**src/design/frt_pkg.sv**
```systemverilog
// ----------------------------------------------------------------------------
// frt_pkg: shared types and constants for the first-match rule table
// request and response beats, rule record, command and status codes
// ----------------------------------------------------------------------------
`default_nettype none
package frt_pkg;

   localparam int RULE_DEPTH = 64;
   localparam int IDX_W = (RULE_DEPTH > 1) ? $clog2(RULE_DEPTH) : 1;
   localparam int CNT_W = $clog2(RULE_DEPTH + 1);

   localparam logic [7:0] PROTO_ICMP  = 8'd1;
   localparam logic [7:0] PROTO_TCP   = 8'd6;
   localparam logic [7:0] PROTO_UDP   = 8'd17;
   localparam logic [7:0] PROTO_ANY   = 8'd143;
   localparam logic [7:0] PROTO_OTHER = 8'd255;
   localparam logic [1:0] DIR_ANY     = 2'd2;
   localparam logic [15:0] PORT_ABOVE = 16'd1023;

   typedef enum logic [1:0] {
      CMD_CLEAR    = 2'd0,
      CMD_ADD      = 2'd1,
      CMD_CLASSIFY = 2'd2,
      CMD_NONE     = 2'd3
   } cmd_type;

   typedef enum logic [2:0] {
      ST_OK        = 3'd0,
      ST_FULL      = 3'd1,
      ST_DIRECTION = 3'd2,
      ST_PREFIX    = 3'd3,
      ST_PROTOCOL  = 3'd4,
      ST_ACK       = 3'd5,
      ST_ACTION    = 3'd6
   } status_type;

   typedef struct packed {
      logic [1:0]  cmd;
      logic [1:0]  direction;
      logic [31:0] src_ip;
      logic [7:0]  src_prefix;
      logic [31:0] dst_ip;
      logic [7:0]  dst_prefix;
      logic [7:0]  protocol;
      logic [15:0] sport;
      logic [15:0] dport;
      logic [1:0]  ack_value;
      logic [7:0]  rule_action;
   } req_type;

   typedef struct packed {
      logic        matched;
      logic [5:0]  rule_index;
      logic        verdict;
      logic [2:0]  status;
      logic [6:0]  rule_count;
   } rsp_type;

   // packet header as it travels down the cell chain
   typedef struct packed {
      logic [1:0]  direction;
      logic [31:0] src_ip;
      logic [31:0] dst_ip;
      logic [7:0]  protocol;
      logic [15:0] sport;
      logic [15:0] dport;
      logic [1:0]  ack_value;
   } pkt_type;

   // stored rule with masks already expanded
   typedef struct packed {
      logic [1:0]  direction;
      logic [31:0] src_ip;
      logic [31:0] src_mask;
      logic [31:0] dst_ip;
      logic [31:0] dst_mask;
      logic [7:0]  protocol;
      logic [15:0] sport;
      logic [15:0] dport;
      logic [1:0]  ack_value;
      logic        action;
   } rule_type;

   // search token handed from cell to cell
   typedef struct packed {
      logic             active;
      logic             found;
      logic [IDX_W-1:0] index;
      logic             verdict;
      pkt_type          pkt;
   } token_type;

   function automatic logic [31:0] prefix_mask(input logic [7:0] len);
      logic [31:0] m;
      begin
         if (len == 8'd0) m = 32'd0;
         else if (len >= 8'd32) m = 32'hffff_ffff;
         else m = 32'hffff_ffff << (6'd32 - len[5:0]);
         return m;
      end
   endfunction

   function automatic logic port_ok(input logic [15:0] r, input logic [15:0] p);
      return (r == 16'd0) || ((r == PORT_ABOVE) && (p > PORT_ABOVE)) || (r == p);
   endfunction

endpackage
`default_nettype wire

```
**src/design/frt_cell.sv**
```systemverilog
// ----------------------------------------------------------------------------
// frt_cell: one rule slot of the chain
// holds a rule, compares the passing packet, forwards the search token
// ----------------------------------------------------------------------------
`default_nettype none
module frt_cell (
   input  wire logic                          clock,
   input  wire logic                          reset,
   input  wire logic                          wr_en,
   input  wire frt_pkg::rule_type             wr_rule,
   input  wire logic                          in_range,
   input  wire logic [frt_pkg::IDX_W-1:0]     my_index,
   input  wire frt_pkg::token_type            tok_in,
   output frt_pkg::token_type                 tok_out
);

   frt_pkg::rule_type  rule_ff;
   frt_pkg::token_type tok_ff, tok_next_in;
   logic hit, tcp_udp;

   always_ff @(posedge clock) begin
      if (wr_en) rule_ff <= wr_rule;
   end

   always_comb begin
      tcp_udp = (rule_ff.protocol == frt_pkg::PROTO_TCP) ||
                (rule_ff.protocol == frt_pkg::PROTO_UDP);
      hit = ((rule_ff.protocol == frt_pkg::PROTO_ANY) ||
             (rule_ff.protocol == tok_in.pkt.protocol)) &&
            ((rule_ff.direction == tok_in.pkt.direction) ||
             (rule_ff.direction == frt_pkg::DIR_ANY) ||
             (tok_in.pkt.direction == frt_pkg::DIR_ANY)) &&
            (((rule_ff.src_ip ^ tok_in.pkt.src_ip) & rule_ff.src_mask) == 32'd0) &&
            (((rule_ff.dst_ip ^ tok_in.pkt.dst_ip) & rule_ff.dst_mask) == 32'd0) &&
            (!tcp_udp ||
             (frt_pkg::port_ok(rule_ff.sport, tok_in.pkt.sport) &&
              frt_pkg::port_ok(rule_ff.dport, tok_in.pkt.dport) &&
              ((rule_ff.protocol != frt_pkg::PROTO_TCP) ||
               ((rule_ff.ack_value & tok_in.pkt.ack_value) != 2'd0))));
      tok_next_in = tok_in;
      if (tok_in.active && !tok_in.found && in_range && hit) begin
         tok_next_in.found   = 1'b1;
         tok_next_in.index   = my_index;
         tok_next_in.verdict = rule_ff.action;
      end
   end

   always_ff @(posedge clock) begin
      if (reset) tok_ff.active <= 1'b0;
      else       tok_ff.active <= tok_next_in.active;
      tok_ff.found   <= tok_next_in.found;
      tok_ff.index   <= tok_next_in.index;
      tok_ff.verdict <= tok_next_in.verdict;
      tok_ff.pkt     <= tok_next_in.pkt;
   end

   assign tok_out = tok_ff;

endmodule
`default_nettype wire

```
**config.mk**
```make
export PLATFORM = sky130hd
export DESIGN_NAME = frt_cell
export DESIGN_NICKNAME = d
export VERILOG_FILES = /design/src/design/frt_pkg.sv /design/src/design/frt_cell.sv
export SDC_FILE = /design/constraint.sdc
export NUM_CORES = 1
export LEC_CHECK = 0
export ABC_AREA = 1
export BUFFER_PORTS_ARGS = -buffer_cell sky130_fd_sc_hd__buf_2
export CORE_MARGIN = 4
export CORE_UTILIZATION = 43
export DETAILED_ROUTE_END_ITERATION = 10
export MAX_ROUTING_LAYER = met4
export PLACE_DENSITY = 0.75
export SLEW_MARGIN = 20
export SYNTH_ARGS = -nofsm -noshare
export SYNTH_HDL_FRONTEND = slang
export SYNTH_SLANG_ARGS = --single-unit
```
**constraint.sdc**
```tcl
create_clock -name clock -period 1.35 [get_ports clock]
set_input_delay 0.27 -clock clock [delete_from_list [all_inputs] [get_ports clock]]
set_output_delay 0.27 -clock clock [all_outputs]
set_load 0.005 [all_outputs]
```
* Word level (Yosys, flattened, before mapping)
Cells that the tools add are included.
Operators by class: magnitude comparators 2, equal/unequal tests 12, muxes and demuxes 1, bitwise operators 5, reduce and logical (&&, ||, !) cells 28
Operators with widths (count):
- AND 32 bit | 2
- zero test 32 bit | 2
- XOR 32 bit | 2
- equality test 16 x 10 -> 1 bit (second input constant) | 2
- equality test 16 bit | 2
- greater-than comparator 16 x 10 -> 1 bit (second input constant) | 2
- zero test 16 bit | 2
- logical AND 1 bit | 11
- logical OR 1 bit | 10
- equality test 8 x 3 -> 1 bit (second input constant) | 1
- equality test 8 x 5 -> 1 bit (second input constant) | 1
- equality test 8 bit | 1
- equality test 8 bit (second input constant) | 1
- inequality test 8 x 3 -> 1 bit (second input constant) | 1
- two-way mux 7 bit | 1
- equality test 2 bit (second input constant) | 2
- AND 2 bit | 1
- equality test 2 bit | 1
- zero test 1 bit | 2
- nonzero test 2 bit | 1
Word-level totals: register bits 290, input bits 300, output and inout bits 117

* Longest topological paths before layout
depth after elaboration 10, mapped depth 13

* Worst setup path before layout
No wires, ideal clock.
path kind flip-flop to flip-flop, start point reg rule_ff[141] (netlist bit), end point reg tok_ff (netlist bit tok_out[108]), library setup time 0.112 ns, data arrival time 1.364 ns, required time 1.238 ns, setup slack -0.126 ns, stages on the path, launching flop included 12, buffers on the path 0, clock period less this slack 1.476 ns, cell sequence edfxtp_1 > or2_1 > nand3_1 > nand2_1 > nor2_1 > nand2_1 > nor2_2 > nand2_2 > nor2_4 > nand2_4 > nand2_1 > nand2_1
RTL lines:
- start: declaration | RTL line frt_cell.sv:17 | frt_pkg::rule_type rule_ff;
- start signal: assignment | RTL line frt_cell.sv:22 | if (wr_en) rule_ff <= wr_rule;
- end: declaration | RTL line frt_cell.sv:18 | frt_pkg::token_type tok_ff, tok_next_in;

* Worst setup path after layout
start point reg rule_ff[169] (netlist bit), end point reg tok_ff (netlist bit tok_out[115])
Between the ends: longest elaborated chain between the ends 7
Ends and longest elaborated chain:
- XOR 32 bit | RTL line frt_cell.sv:33 | (((rule_ff.src_ip ^ tok_in.pkt.src_ip) & rule_ff.src_mask) == 32'd0) &&
- AND 32 bit | RTL line frt_cell.sv:33
- zero test 32 bit | RTL line frt_cell.sv:33
- logical AND 1 bit | RTL line frt_cell.sv:32 | (tok_in.pkt.direction == frt_pkg::DIR_ANY)) &&
- logical AND 1 bit | RTL line frt_cell.sv:33
- logical AND 1 bit | RTL line frt_cell.sv:34 | (((rule_ff.dst_ip ^ tok_in.pkt.dst_ip) & rule_ff.dst_mask) == 32'd0) &&
- logical AND 1 bit | RTL line frt_cell.sv:41 | if (tok_in.active && !tok_in.found && in_range && hit) begin
No other way between the ends. A chain may end at the register's enable or synchronous reset.

==> summary.txt <==
Yosys
  • Syn avg cell area: 11.1 um^2
  • Post-Synthesis Cells: 915
  • Seq cells post-synth: 290
  • Seq/Total Area, Yosys: 0.741
  • Area of the mapped netlist: 10200 um^2
  • Synth cell types: 21
  • Synth warn: 0
  • Area leader, netlist: edfxtp_1
  • Top post-synthesis cells by area: edfxtp_1 51%, dfxtp_1 23%, nand2_1 9.7%
  • Synth top area share: 0.511
  • Synthesized netlist net count: 1215

Placement
  • HPWL Detailed: 20300 um
  • GPL Wtd Cong: 0.876
  • Buffers on Ports: 416
  • DP Cell Count: 1681

Worst setup path
  • CP Class: reg2reg
  • Worst-path maximum fanout: 8
  • Crit start category: register
  • Nature of the critical path endpoint: register
  • Crit path required time: 1.83 ns
  • Critical path data arrival time: 2.33 ns

Detailed routing
  • # DRC: 0
  • WL per Instance: 18.8 um
  • Via count: 9935
  • Pre-Repair DR Iteration Count: 5
  • Routed wire length: 38500 um
  • DRT iter0 DRCs: 657
  • Antenna viol nets, final: 0
  • Vias per cell: 4.85

Floorplanning
  • FP Rows: 56
  • Die X-Extent: 162 um
  • Starting Density: 0.435
  • Core Area: 23400 um^2
  • Die area: 26200 um^2
  • Die Ht: 162 um
  • I/O Pins: 417

GRT
  • First-pass GRT wire length: 56700 um
  • Vias in the first global route: 10758
  • Global route overflow: 0
  • Tot GR Track Use: 0.286
  • Initial antenna violation count: 8
  • Largest net degree at the start of global routing: 54

Cells and area
  • Commonest cells after routing, fill and taps aside: 415 x buf_2, 296 x dlygate4sd3_1, 255 x nand2_1, 173 x edfxtp_1, 139 x inv_1
  • Nets: 1999
  • Area growth syn-to-layout: 67.9%
  • Layout cell share with drive strength beyond 1: 0.314
  • Commonest non-fill, non-tap cell in the layout: buf_2
  • Core Util, Final: 0.730
  • Area taken by multi-input logic gates: 2200 um^2
  • Fill cells: 1418
  • Register area: 7540 um^2
  • Non-filler cells, final: 2050

Run status
  • Status: finished with violations
  • Failing checks: negative setup slack

Power
  • Power per cell area: 1240 nW/um^2
  • LEAKAGE: 8.09 nW
  • VDD IR max: 1.33 mV

Timing
  • Final Cycle Share: 1.37
  • Final slew viol count: 0
  • Crit path time final: 1.85 ns
  • Setup WS post-layout: -0.495 ns
  • Hold Fails Final Rpt: 0
  • RSZ-0062 raised after global routing: yes
  • Clk_skew: 0.0343 ns
  • Fmax: 542 MHz
  • Setup TNS: -3.86 ns
  • Worst-margin pin slew: 0.296 ns
  • Normalized max-slew margin: 0.801
  • Setup violators final: 8

Clock network
  • Root Buffer: clkbuf_16
  • CTS tree: yes
  • Skew-Pair Late Insertion Delay: 0.57 ns
  • Num CTS Buffers: 29
  • Clock sink total: 290
  • Clock tree buffer depth: 3
  • H-tree Lvls: 1
  • Reg clk slew, reported paths: 0.06 ns

Job
  • Max-cap violations: 0

Hold path
  • Worst hold path class: in2reg
[synth_stat cells (all sizes together)]
library cell,count
xor2,7
or2,26
nand3,84
a21oi,1
dfxtp,117
inv,140
nor2,85
o21bai,1
xnor2,5
nand4,6
nor4,2
edfxtp,173
nand2,267
nand3b,1
[cells by family (layout without fill, tap and decap cells)]
logic type	Yosys count	count (layout)	share of synthesized area
AO/OA/AOI/OAI	2	2	0.00123
XOR/XNOR	12	12	0.0103
buffers and inverters	140	947	0.0516
flip-flops	290	290	0.741
other	0	9	0
AND/OR/NAND/NOR	471	471	0.196
[report_power, final]
| group | leakage, nW | internal (mW) | switching, mW |
|---|---|---|---|
| Combinational | 4.94 | 1.38 | 1.17 |
| Clock | 0.474 | 4.71 | 3.57 |
| Sequential | 2.68 | 10.0 | 0.306 |
[sequential cells by signal, summed over array words and instances (netlist names)]
name	count
tok_out	117
rule_ff	173
[final cells by class]
cell class,count,area share
Antenna cell,9,0.00132
Clock buffer,35,0.0456
Clock inverter,19,0.0115
Inverter,140,0.0308
Multi-Input combinational cell,485,0.129
Sequential cell,290,0.441
Tap cell,319,0.0234
Timing Repair Buffer,753,0.317
[critical path: stages, from the launching register on]
cell and delay (ns):
edfxtp_1 0.39, or2_1 0.23, nand3_1 0.08, nand2_1 0.07, nor2_2 0.14, nand2_2 0.10, nor2_4 0.13, nand3_4 0.11
nor2_4 0.19, nand2_4 0.13, buf_4 0.15, nand2_1 0.04
[routing by layer]
layer	wire length (um)	vias up	track usage
li1	-	4510	-
met5	0	-	-
met2	20600	616	0.528
met3	2830	163	0.0566
met1	12700	4646	0.284
met4	2320	0	0.147
[final timing paths]
check | to | start | slack, ns | cells past startpoint
worst min-delay path | rule_ff[76] | wr_en | 0.03 | 1
worst max register to register | tok_out[115] | rule_ff[169] | -0.50 | 11
worst min register to register | tok_out[108] | rule_ff[0] | 0.54 | 2
worst max-delay path | tok_out[115] | rule_ff[169] | -0.50 | 11
[stage by stage]
step | area, um^2 | setup slack (ns) | power [mW] | hold slack [ns]
floorplan | 10200 | -0.126 | 11.0 | 0.298
global placement | 12900 | -0.599 | 12.0 | 0.396
detailed placement | 12900 | -0.624 | 12.1 | 0.396
CTS | 16900 | -0.464 | 20.9 | -0.190
global route | 17100 | -0.645 | 21.9 | 0.0163
finish | 17100 | -0.495 | 21.2 | 0.0272
[timing repair]
action / CTS / global route
endpoints found under the hold margin: 290 / 1
pin swaps: 2 / 6
hold buffers: 295 / 1
gates resized for setup: 4 / 26
buffers inserted: 2 / 8
setup endpoints to repair: 10 / 8
Power figures use the tool's default switching activity.
